**src/bfha_pkg.sv**
```systemverilog
// Shared types, constants and command codes of the best-fit allocator
`timescale 1ns / 1ps
`default_nettype none
package bfha_pkg;

  localparam int FREE_DEPTH = 32;
  localparam int USED_DEPTH = 32;
  localparam int IDX_W      = 5;
  localparam int CNT_W      = 6;

  typedef logic [15:0]      addr_t;
  typedef logic [16:0]      len_t;
  typedef logic [CNT_W-1:0] cnt_t;
  typedef logic [IDX_W-1:0] idx_t;

  localparam len_t  HDR_LEN   = 17'd16;
  localparam addr_t HDR_ADDR  = 16'd16;
  localparam len_t  ARENA_MAX = 17'd65536;
  localparam cnt_t  FREE_CAP  = cnt_t'(FREE_DEPTH);
  localparam cnt_t  USED_CAP  = cnt_t'(USED_DEPTH);

  localparam logic [1:0] ST_OK    = 2'd0;
  localparam logic [1:0] ST_NOFIT = 2'd1;
  localparam logic [1:0] ST_BAD   = 2'd2;
  localparam logic [1:0] ST_FULL  = 2'd3;

  localparam logic [1:0] REQ_ALLOC = 2'd0;
  localparam logic [1:0] REQ_FREE  = 2'd1;
  localparam logic [1:0] REQ_INIT  = 2'd2;
  localparam logic [1:0] REQ_RSVD  = 2'd3;

  typedef enum logic [3:0] {
    OP_NONE,
    OP_LOAD,
    OP_INIT,
    OP_ASCAN,
    OP_AGRANT,
    OP_SHDN,
    OP_USCAN,
    OP_FPOS,
    OP_FREL,
    OP_SHUP
  } op_e;

  typedef struct packed {
    op_e        op;
    logic       res_en;
    logic [1:0] res_status;
    logic       res_alloc;
  } cmd_t;

  typedef struct packed {
    logic at_end;
    logic hit;
    logic found;
    logic zero_bytes;
    logic used_full;
    logic full;
    logic both;
    logic neither;
    logic out_free;
  } sts_t;

endpackage
`default_nettype wire

```
**src/bfha_ctrl.sv**
```systemverilog
// Request sequencer of the best-fit allocator
`timescale 1ns / 1ps
`default_nettype none
module bfha_ctrl (
  input  wire logic          clk_i,
  input  wire logic          rst_ni,
  input  wire logic          s_valid_i,
  input  wire logic [1:0]    s_req_i,
  input  wire bfha_pkg::sts_t sts_i,
  output logic               s_ready_o,
  output bfha_pkg::cmd_t     cmd_o
);
  import bfha_pkg::*;

  localparam logic [3:0] S_BOOT   = 4'd0;
  localparam logic [3:0] S_IDLE   = 4'd1;
  localparam logic [3:0] S_ASCAN  = 4'd2;
  localparam logic [3:0] S_AGRANT = 4'd3;
  localparam logic [3:0] S_SHDN   = 4'd4;
  localparam logic [3:0] S_USCAN  = 4'd5;
  localparam logic [3:0] S_FPOS   = 4'd6;
  localparam logic [3:0] S_FREL   = 4'd7;
  localparam logic [3:0] S_SHUP   = 4'd8;
  localparam logic [3:0] S_FINISH = 4'd9;

  logic [3:0] state_q, state_d;
  logic [1:0] res_q, res_d;
  logic       alloc_q, alloc_d;

  assign s_ready_o = (state_q == S_IDLE);

  always_comb begin
    state_d          = state_q;
    res_d            = res_q;
    alloc_d          = alloc_q;
    cmd_o.op         = OP_NONE;
    cmd_o.res_en     = 1'b0;
    cmd_o.res_status = res_q;
    cmd_o.res_alloc  = alloc_q;
    unique case (state_q)
      S_BOOT: begin
        cmd_o.op = OP_INIT;
        state_d  = S_IDLE;
      end
      S_IDLE: begin
        if (s_valid_i) begin
          cmd_o.op = OP_LOAD;
          alloc_d  = 1'b0;
          state_d  = S_FINISH;
          unique case (s_req_i)
            REQ_ALLOC: begin
              if (sts_i.zero_bytes) begin
                res_d = ST_BAD;
              end else if (sts_i.used_full) begin
                res_d = ST_FULL;
              end else begin
                state_d = S_ASCAN;
              end
            end
            REQ_FREE: begin
              state_d = S_USCAN;
            end
            REQ_INIT: begin
              cmd_o.op = OP_INIT;
              res_d    = ST_OK;
            end
            default: begin
              res_d = ST_BAD;
            end
          endcase
        end
      end
      S_ASCAN: begin
        cmd_o.op = OP_ASCAN;
        if (sts_i.at_end) begin
          if (sts_i.found) begin
            state_d = S_AGRANT;
          end else begin
            res_d   = ST_NOFIT;
            state_d = S_FINISH;
          end
        end
      end
      S_AGRANT: begin
        cmd_o.op = OP_AGRANT;
        res_d    = ST_OK;
        alloc_d  = 1'b1;
        state_d  = sts_i.hit ? S_SHDN : S_FINISH;
      end
      S_SHDN: begin
        cmd_o.op = OP_SHDN;
        if (sts_i.at_end) begin
          state_d = S_FINISH;
        end
      end
      S_USCAN: begin
        cmd_o.op = OP_USCAN;
        if (sts_i.at_end) begin
          res_d   = ST_BAD;
          state_d = S_FINISH;
        end else if (sts_i.hit) begin
          state_d = S_FPOS;
        end
      end
      S_FPOS: begin
        cmd_o.op = OP_FPOS;
        if (sts_i.hit) begin
          state_d = S_FREL;
        end
      end
      S_FREL: begin
        cmd_o.op = OP_FREL;
        if (sts_i.full) begin
          res_d   = ST_FULL;
          state_d = S_FINISH;
        end else begin
          res_d = ST_OK;
          if (sts_i.both) begin
            state_d = S_SHDN;
          end else if (sts_i.neither) begin
            state_d = S_SHUP;
          end else begin
            state_d = S_FINISH;
          end
        end
      end
      S_SHUP: begin
        cmd_o.op = OP_SHUP;
        if (sts_i.at_end) begin
          state_d = S_FINISH;
        end
      end
      S_FINISH: begin
        if (sts_i.out_free) begin
          cmd_o.res_en = 1'b1;
          state_d      = S_IDLE;
        end
      end
      default: begin
        state_d = S_IDLE;
      end
    endcase
  end

  always_ff @(posedge clk_i or negedge rst_ni) begin
    if (!rst_ni) begin
      state_q <= S_BOOT;
      res_q   <= ST_OK;
      alloc_q <= 1'b0;
    end else begin
      state_q <= state_d;
      res_q   <= res_d;
      alloc_q <= alloc_d;
    end
  end

endmodule
`default_nettype wire

```
**src/bfha_datapath.sv**
```systemverilog
// Segment tables, counters, scan registers and result register of the allocator
`timescale 1ns / 1ps
`default_nettype none
module bfha_datapath (
  input  wire logic           clk_i,
  input  wire logic           rst_ni,
  input  wire logic           cfg_we_i,
  input  wire logic [16:0]    cfg_wdata_i,
  input  wire bfha_pkg::addr_t alloc_bytes_i,
  input  wire bfha_pkg::addr_t free_addr_i,
  input  wire bfha_pkg::cmd_t cmd_i,
  output bfha_pkg::sts_t      sts_o,
  input  wire logic           m_ready_i,
  output logic                m_valid_o,
  output logic [1:0]          m_status_o,
  output bfha_pkg::addr_t     m_addr_o
);
  import bfha_pkg::*;

  addr_t free_start_q [FREE_DEPTH];
  len_t  free_len_q   [FREE_DEPTH];
  addr_t used_start_q [USED_DEPTH];
  len_t  used_len_q   [USED_DEPTH];

  len_t       arena_q;
  cnt_t       fcnt_q, ucnt_q, idx_q, pos_q;
  idx_t       best_q, u_q;
  len_t       best_len_q, need_q, seg_len_q, prev_end_q, prev_len_q, next_len_q;
  addr_t      user_q, seg_start_q, addr_q;
  logic       found_q, pt_q, nt_q;
  logic       out_valid_q;
  logic [1:0] out_status_q;
  addr_t      out_addr_q;

  idx_t  f_raddr, u_raddr, pos_m1;
  addr_t f_rd_start, u_rd_start;
  len_t  f_rd_len, u_rd_len, rest, init_size, seg_end;
  cnt_t  idx_p1;
  logic  idx_lt_f, idx1_lt_f, fpos_stop, uhit, need_remove, pt_c, nt_c, full_c;

  always_comb begin
    case (cmd_i.op)
      OP_AGRANT: f_raddr = best_q;
      OP_SHDN:   f_raddr = idx_q[IDX_W-1:0] + idx_t'(1);
      OP_SHUP:   f_raddr = idx_q[IDX_W-1:0] - idx_t'(1);
      default:   f_raddr = idx_q[IDX_W-1:0];
    endcase
    case (cmd_i.op)
      OP_FREL: u_raddr = ucnt_q[IDX_W-1:0] - idx_t'(1);
      default: u_raddr = idx_q[IDX_W-1:0];
    endcase
  end

  assign f_rd_start  = free_start_q[f_raddr];
  assign f_rd_len    = free_len_q[f_raddr];
  assign u_rd_start  = used_start_q[u_raddr];
  assign u_rd_len    = used_len_q[u_raddr];
  assign pos_m1      = pos_q[IDX_W-1:0] - idx_t'(1);
  assign idx_p1      = idx_q + cnt_t'(1);
  assign idx_lt_f    = idx_q < fcnt_q;
  assign idx1_lt_f   = idx_p1 < fcnt_q;
  assign fpos_stop   = !idx_lt_f || (f_rd_start >= seg_start_q);
  assign uhit        = (idx_q < ucnt_q) &&
                       (({1'b0, u_rd_start} + HDR_LEN) == {1'b0, user_q});
  assign rest        = f_rd_len - need_q;
  assign need_remove = rest < HDR_LEN;
  assign init_size   = (arena_q > ARENA_MAX) ? ARENA_MAX : arena_q;
  assign seg_end     = {1'b0, seg_start_q} + seg_len_q;
  assign pt_c        = (idx_q != '0) && (prev_end_q == {1'b0, seg_start_q});
  assign nt_c        = idx_lt_f && (seg_end == {1'b0, f_rd_start});
  assign full_c      = !pt_q && !nt_q && (fcnt_q >= FREE_CAP);

  always_comb begin
    sts_o            = '0;
    sts_o.found      = found_q;
    sts_o.zero_bytes = (alloc_bytes_i == '0);
    sts_o.used_full  = (ucnt_q >= USED_CAP);
    sts_o.full       = full_c;
    sts_o.both       = pt_q && nt_q;
    sts_o.neither    = !pt_q && !nt_q;
    sts_o.out_free   = !out_valid_q || m_ready_i;
    case (cmd_i.op)
      OP_ASCAN:  sts_o.at_end = !idx_lt_f;
      OP_SHDN:   sts_o.at_end = !idx1_lt_f;
      OP_USCAN:  sts_o.at_end = (idx_q >= ucnt_q);
      OP_SHUP:   sts_o.at_end = (idx_q == pos_q);
      default:   sts_o.at_end = 1'b0;
    endcase
    case (cmd_i.op)
      OP_USCAN:  sts_o.hit = uhit;
      OP_FPOS:   sts_o.hit = fpos_stop;
      OP_AGRANT: sts_o.hit = need_remove;
      default:   sts_o.hit = 1'b0;
    endcase
  end

  always_ff @(posedge clk_i or negedge rst_ni) begin
    if (!rst_ni) begin
      arena_q      <= ARENA_MAX;
      fcnt_q       <= '0;
      ucnt_q       <= '0;
      idx_q        <= '0;
      found_q      <= 1'b0;
      pt_q         <= 1'b0;
      nt_q         <= 1'b0;
      out_valid_q  <= 1'b0;
      out_status_q <= ST_OK;
    end else begin
      if (cfg_we_i) begin
        arena_q <= cfg_wdata_i;
      end
      if (cmd_i.res_en) begin
        out_valid_q  <= 1'b1;
        out_status_q <= cmd_i.res_status;
      end else if (m_ready_i) begin
        out_valid_q <= 1'b0;
      end
      case (cmd_i.op)
        OP_LOAD: begin
          idx_q   <= '0;
          found_q <= 1'b0;
        end
        OP_INIT: begin
          ucnt_q <= '0;
          fcnt_q <= (init_size == '0) ? cnt_t'(0) : cnt_t'(1);
        end
        OP_ASCAN: begin
          if (idx_lt_f) begin
            idx_q <= idx_p1;
            if (f_rd_len >= need_q && (!found_q || f_rd_len < best_len_q)) begin
              found_q <= 1'b1;
            end
          end
        end
        OP_AGRANT: begin
          ucnt_q <= ucnt_q + cnt_t'(1);
          if (need_remove) begin
            idx_q <= {1'b0, best_q};
          end
        end
        OP_SHDN: begin
          if (idx1_lt_f) begin
            idx_q <= idx_p1;
          end else begin
            fcnt_q <= fcnt_q - cnt_t'(1);
          end
        end
        OP_USCAN: begin
          idx_q <= uhit ? cnt_t'(0) : idx_p1;
        end
        OP_FPOS: begin
          if (fpos_stop) begin
            pt_q <= pt_c;
            nt_q <= nt_c;
          end else begin
            idx_q <= idx_p1;
          end
        end
        OP_FREL: begin
          if (!full_c) begin
            ucnt_q <= ucnt_q - cnt_t'(1);
            if (pt_q && nt_q) begin
              idx_q <= pos_q;
            end else if (!pt_q && !nt_q) begin
              idx_q <= fcnt_q;
            end
          end
        end
        OP_SHUP: begin
          if (idx_q != pos_q) begin
            idx_q <= idx_q - cnt_t'(1);
          end else begin
            fcnt_q <= fcnt_q + cnt_t'(1);
          end
        end
        default: begin
        end
      endcase
    end
  end

  always_ff @(posedge clk_i) begin
    if (cmd_i.res_en) begin
      out_addr_q <= cmd_i.res_alloc ? addr_q : '0;
    end
    case (cmd_i.op)
      OP_LOAD: begin
        need_q <= {1'b0, alloc_bytes_i} + HDR_LEN;
        user_q <= free_addr_i;
      end
      OP_INIT: begin
        free_start_q[0] <= '0;
        free_len_q[0]   <= init_size;
      end
      OP_ASCAN: begin
        if (idx_lt_f && f_rd_len >= need_q && (!found_q || f_rd_len < best_len_q)) begin
          best_q     <= idx_q[IDX_W-1:0];
          best_len_q <= f_rd_len;
        end
      end
      OP_AGRANT: begin
        addr_q                            <= f_rd_start + HDR_ADDR;
        used_start_q[ucnt_q[IDX_W-1:0]]   <= f_rd_start;
        if (need_remove) begin
          used_len_q[ucnt_q[IDX_W-1:0]] <= f_rd_len;
        end else begin
          used_len_q[ucnt_q[IDX_W-1:0]] <= need_q;
          free_start_q[best_q]          <= f_rd_start + need_q[15:0];
          free_len_q[best_q]            <= rest;
        end
      end
      OP_SHDN: begin
        if (idx1_lt_f) begin
          free_start_q[idx_q[IDX_W-1:0]] <= f_rd_start;
          free_len_q[idx_q[IDX_W-1:0]]   <= f_rd_len;
        end
      end
      OP_USCAN: begin
        if (uhit) begin
          u_q         <= idx_q[IDX_W-1:0];
          seg_start_q <= u_rd_start;
          seg_len_q   <= u_rd_len;
        end
      end
      OP_FPOS: begin
        if (fpos_stop) begin
          pos_q      <= idx_q;
          next_len_q <= f_rd_len;
        end else begin
          prev_end_q <= {1'b0, f_rd_start} + f_rd_len;
          prev_len_q <= f_rd_len;
        end
      end
      OP_FREL: begin
        if (!full_c) begin
          used_start_q[u_q] <= u_rd_start;
          used_len_q[u_q]   <= u_rd_len;
          if (pt_q && nt_q) begin
            free_len_q[pos_m1] <= prev_len_q + seg_len_q + next_len_q;
          end else if (pt_q) begin
            free_len_q[pos_m1] <= prev_len_q + seg_len_q;
          end else if (nt_q) begin
            free_start_q[pos_q[IDX_W-1:0]] <= seg_start_q;
            free_len_q[pos_q[IDX_W-1:0]]   <= next_len_q + seg_len_q;
          end
        end
      end
      OP_SHUP: begin
        if (idx_q != pos_q) begin
          free_start_q[idx_q[IDX_W-1:0]] <= f_rd_start;
          free_len_q[idx_q[IDX_W-1:0]]   <= f_rd_len;
        end else begin
          free_start_q[pos_q[IDX_W-1:0]] <= seg_start_q;
          free_len_q[pos_q[IDX_W-1:0]]   <= seg_len_q;
        end
      end
      default: begin
      end
    endcase
  end

  assign m_valid_o  = out_valid_q;
  assign m_status_o = out_status_q;
  assign m_addr_o   = out_addr_q;

endmodule
`default_nettype wire

```
**src/best_fit_heap_allocator_core.sv**
```systemverilog
// Top level of the best-fit heap allocator with coalescing free list
//
// Input stream: one word per request. tuser carries the request kind
// (allocate, free, reinitialize); tdata carries the byte count and the
// user offset to free. Output stream: one word per request, tuser the
// status, tdata the user offset of a granted block (zero otherwise).
// cfg_we_i writes the arena size used by reinitialize.
// Requests are served one at a time. Allocate walks the free table for the
// best fit, then grants it, moving entries down when a free segment is used
// up; free walks the granted table for the block, then the free table for
// its position, moving entries when inserting or merging. The walks go one
// entry per cycle over the 32-entry free and granted tables.
// After reset the block builds one free segment over a 64 KiB arena in its
// boot state, then raises s_axis_tready. A result waits in the output
// register while m_axis_tready is low; the next request is taken meanwhile
// and its own result is held back until that register drains.
`timescale 1ns / 1ps
`default_nettype none
module best_fit_heap_allocator_core (
  input  wire logic        clk_i,
  input  wire logic        rst_ni,
  input  wire logic        cfg_we_i,
  input  wire logic [16:0] cfg_wdata_i,
  input  wire logic        s_axis_tvalid,
  output logic             s_axis_tready,
  input  wire logic [31:0] s_axis_tdata,   // [15:0] alloc_bytes, [31:16] free_addr
  input  wire logic [1:0]  s_axis_tuser,   // [1:0] req_type
  output logic             m_axis_tvalid,
  input  wire logic        m_axis_tready,
  output logic [15:0]      m_axis_tdata,   // [15:0] addr
  output logic [1:0]       m_axis_tuser    // [1:0] status
);
  import bfha_pkg::*;

  cmd_t cmd;
  sts_t sts;

  bfha_ctrl u_ctrl (
    .clk_i     (clk_i),
    .rst_ni    (rst_ni),
    .s_valid_i (s_axis_tvalid),
    .s_req_i   (s_axis_tuser),
    .sts_i     (sts),
    .s_ready_o (s_axis_tready),
    .cmd_o     (cmd)
  );

  bfha_datapath u_datapath (
    .clk_i         (clk_i),
    .rst_ni        (rst_ni),
    .cfg_we_i      (cfg_we_i),
    .cfg_wdata_i   (cfg_wdata_i),
    .alloc_bytes_i (s_axis_tdata[15:0]),
    .free_addr_i   (s_axis_tdata[31:16]),
    .cmd_i         (cmd),
    .sts_o         (sts),
    .m_ready_i     (m_axis_tready),
    .m_valid_o     (m_axis_tvalid),
    .m_status_o    (m_axis_tuser),
    .m_addr_o      (m_axis_tdata)
  );

endmodule
`default_nettype wire

```
**config.mk**
```make
export PLATFORM = sky130hd
export DESIGN_NAME = best_fit_heap_allocator_core
export DESIGN_NICKNAME = d
export VERILOG_FILES = /design/src/bfha_pkg.sv /design/src/bfha_ctrl.sv /design/src/bfha_datapath.sv /design/src/best_fit_heap_allocator_core.sv
export SDC_FILE = /design/constraint.sdc
export NUM_CORES = 2
export LEC_CHECK = 0
export ABC_AREA = 1
export BUFFER_PORTS_ARGS = -buffer_cell sky130_fd_sc_hd__buf_2
export CAP_MARGIN = 0
export CORE_ASPECT_RATIO = 1.25
export CORE_MARGIN = 1
export CORE_UTILIZATION = 60
export CTS_CLUSTER_DIAMETER = 120
export CTS_CLUSTER_SIZE = 10
export DETAILED_ROUTE_END_ITERATION = 12
export PLACE_DENSITY = 0.76
export SYNTH_ARGS = -nofsm -noshare
export SYNTH_HDL_FRONTEND = slang
export SYNTH_HIERARCHICAL = 1
export SYNTH_SLANG_ARGS = --single-unit
```
**constraint.sdc**
```tcl
create_clock -name clk_i -period 21.6 [get_ports clk_i]
set_input_delay 4.32 -clock clk_i [delete_from_list [all_inputs] [get_ports clk_i]]
set_output_delay 4.32 -clock clk_i [all_outputs]
set_load 0.05 [all_outputs]
```
==> run metrics <==
status completed; Final min period 15230 ps; CP max stage delay 1050 ps; worst min-delay path class flip-flop to flip-flop; WP data required 22070 ps; Finished Core Util 66.64%; via count 73010; CTS tree done; Synth Flop Type edfxtp_1; GR Overflow Total 0; largest net degree at the start of global routing 194; Layout area overhead 10.26%; dominant cells by area after synthesis edfxtp_1 (66%), nand2_1 (5.3%), o21ai_0 (3.7%); clock tree buffer depth 4; Setup TNS 0 ps; Seq/Total Area, Yosys about 67%; Mapped Cells slightly below 9000; Worst slew margin between 9 and 10%; final setup fails 0; endpoint class of the critical path flip-flop; Final Skew roughly 86 ps; R2R cell count 49; worst-path maximum fanout 97; most instantiated cells after synthesis edfxtp_1 (2294), nand2_1 (1468), nor2_1 (951); die span in y around 470 µm; Post-synth EDFFs 2294; GR Util All Layers 34.38%; first-pass GRT wire length 444.6 mm; fin crit share 70.49%; Die ar. 0.1748 mm²; Post-CTS Hold Buffers 0; worst skew pair latency 940 ps; cell taking the most area after synthesis edfxtp_1; top cell type's share of synthesized area 66.32%; CTS sink count 2342; vias in the first global route 70980; Post-DP HPWL 188.6 mm; Max Clk Rate 65.67 MHz; synth warn 6; Slew Viols, Final 0; Critical Path Sink u_datapath/free_start_q[8][12]$_DFFE_PP_; Avg WL per Cell 26.79 µm; Resize count post-CTS 0; Starting DRT DRC Count 9994; width of the die 374.2 µm; antenna violations before repair 6; R2R setup slack approximately 9000 ps; Starting Density 60.44%; I/O Buffers 75; Seq cells post-synth 2342; cell row count 170; kind of critical path primary input to flip-flop; fraction of registers with async set/reset under 10%; Setup crit start s_axis_tvalid; H-Tree Depth 5; DRC errors left 0; TritonCTS buffer count around 280; Worst setup SP type primary input; Cell variety after synth between 60 and 70; CP arrival 15700 ps; CP dominant cell by count nand2_1; Post-Syn Area 0.1039 mm²; GP Congestion 0.9885; Pre-antenna DRT Iters 8; final wirelength just over 300 mm; Clock transition at path regs 50 ps; fin nets 9305; Setup Fix Bufs, Post-CTS 0; Ports 76; CP max-delay cell nor2_1; Root Driver clkbuf_16; layout cells sized above 1 9.605%; Antenna Nets Post-Route 0; vias per cell 6.439; syn_area_per_cell 11.61 µm²; FF-to-FF Start u_ctrl/state_q[0]$_DFFE_PN0P_; syn_nets between 9000 and 10000; Fin. Hold Viols 0; worst slew pin tran 1349 ps; Max Cap Viol 0; top-count cell post-synth edfxtp_1; Core ar. 0.1719 mm²; FF-to-FF End u_datapath/free_start_q[8][12]$_DFFE_PP_; unrepaired setup endpoints after global routing false
==> sequential cells by signal, indices dropped and copies added (netlist names), 16 cells and up <==
| signal | cells |
|---|---|
| u_datapath/addr_q | 16 |
| u_datapath/arena_q | 17 |
| u_datapath/best_len_q | 17 |
| u_datapath/free_len_q | 544 |
| u_datapath/free_start_q | 512 |
| u_datapath/m_addr_o | 16 |
| u_datapath/need_q | 17 |
| u_datapath/next_len_q | 17 |
| u_datapath/prev_end_q | 17 |
| u_datapath/prev_len_q | 17 |
| u_datapath/seg_len_q | 17 |
| u_datapath/seg_start_q | 16 |
| u_datapath/used_len_q | 544 |
| u_datapath/used_start_q | 512 |
| u_datapath/user_q | 16 |
==> critical path: cells and delay by family <==
family          cells  cell delay, ps
xor+xnor            1             200
simple gates       18            3310
buf+inv            12            3430
fa+ha+maj           3             830
compound gates     14            3410
==> area by class of cell <==
type / instances / area [µm²]
clock buffers: 321 / 7437
repair buffers: 326 / 2310
multi-input cells: 5492 / 29490
well taps: 2236 / 2798
flip-flops and latches: 2342 / 70090
diodes: 4 / 10.01
inverters: 611 / 2320
fillers: 12000 / 57330
clock inverters: 7 / 76.32
==> cell usage in the layout, fill, tap and decap left out, drive strengths merged, types with 31 or more instances in the layout <==
cell type,instances
nand2,1499
inv,612
nor2,969
edfxtp,2294
a21oi,180
xor2,109
clkbuf,321
dfrtp,47
or2,145
o211ai,338
nand3,689
o221ai,122
buf,326
xnor2,40
o22ai,149
a31oi,31
ha,183
o21ai,816
==> how the worst min path moves through the flow <==
stage / end / cells past startpoint / from
finish: u_ctrl/res_q[0]$_DFFE_PN0P_ / 2 / u_ctrl/res_q[0]$_DFFE_PN0P_
global route: u_datapath/m_status_o[0]$_DFFE_PN0P_ / 2 / u_datapath/m_status_o[0]$_DFFE_PN0P_
CTS: u_ctrl/res_q[1]$_DFFE_PN0P_ / 2 / u_ctrl/res_q[1]$_DFFE_PN0P_
detailed placement: u_datapath/m_status_o[0]$_DFFE_PN0P_ / 2 / u_datapath/m_status_o[0]$_DFFE_PN0P_
global placement: u_ctrl/res_q[1]$_DFFE_PN0P_ / 2 / u_ctrl/res_q[1]$_DFFE_PN0P_
floorplan: u_ctrl/res_q[0]$_DFFE_PN0P_ / 2 / u_ctrl/res_q[0]$_DFFE_PN0P_
==> cells by family after synthesis <==
| kind of cell | after synthesis | share of synthesized area, % |
|---|---|---|
| and+or+nand+nor | 3380 | 13.79 |
| DFF | 2342 | 67.48 |
| AOI/OAI and AO/OA | 1755 | 10.35 |
| buffers and inverters | 1109 | 4.566 |
| adders and majority gates | 192 | 2.378 |
| xor gates and xnor gates | 150 | 1.278 |
| muxes | 15 | 0.1626 |
==> through the flow <==
step	hold WS [ps]	std cells	instance area [µm²]	worst slack, ps
2_1_floorplan	442.2	8943	103900	9397
3_3_place_gp	462.4	11010	107000	6032
3_5_place_dp	467.4	11010	107000	5887
4_1_cts	487.9	11340	114500	6773
5_1_grt	523.1	11340	114500	5847
6_report	478.7	11340	114500	6373
==> routing by layer <==
metal	global-route usage, %	share of wire, %	up-vias
li1	-	-	32110
met1	43.22	35	35330
met2	55.35	47	4667
met3	6.340	10	901
met4	21.83	7.0	2
met5	0	0.0039	-
Power is not shown: default switching activity piles up to over one toggle a cycle in this logic, so the estimate is an artifact.
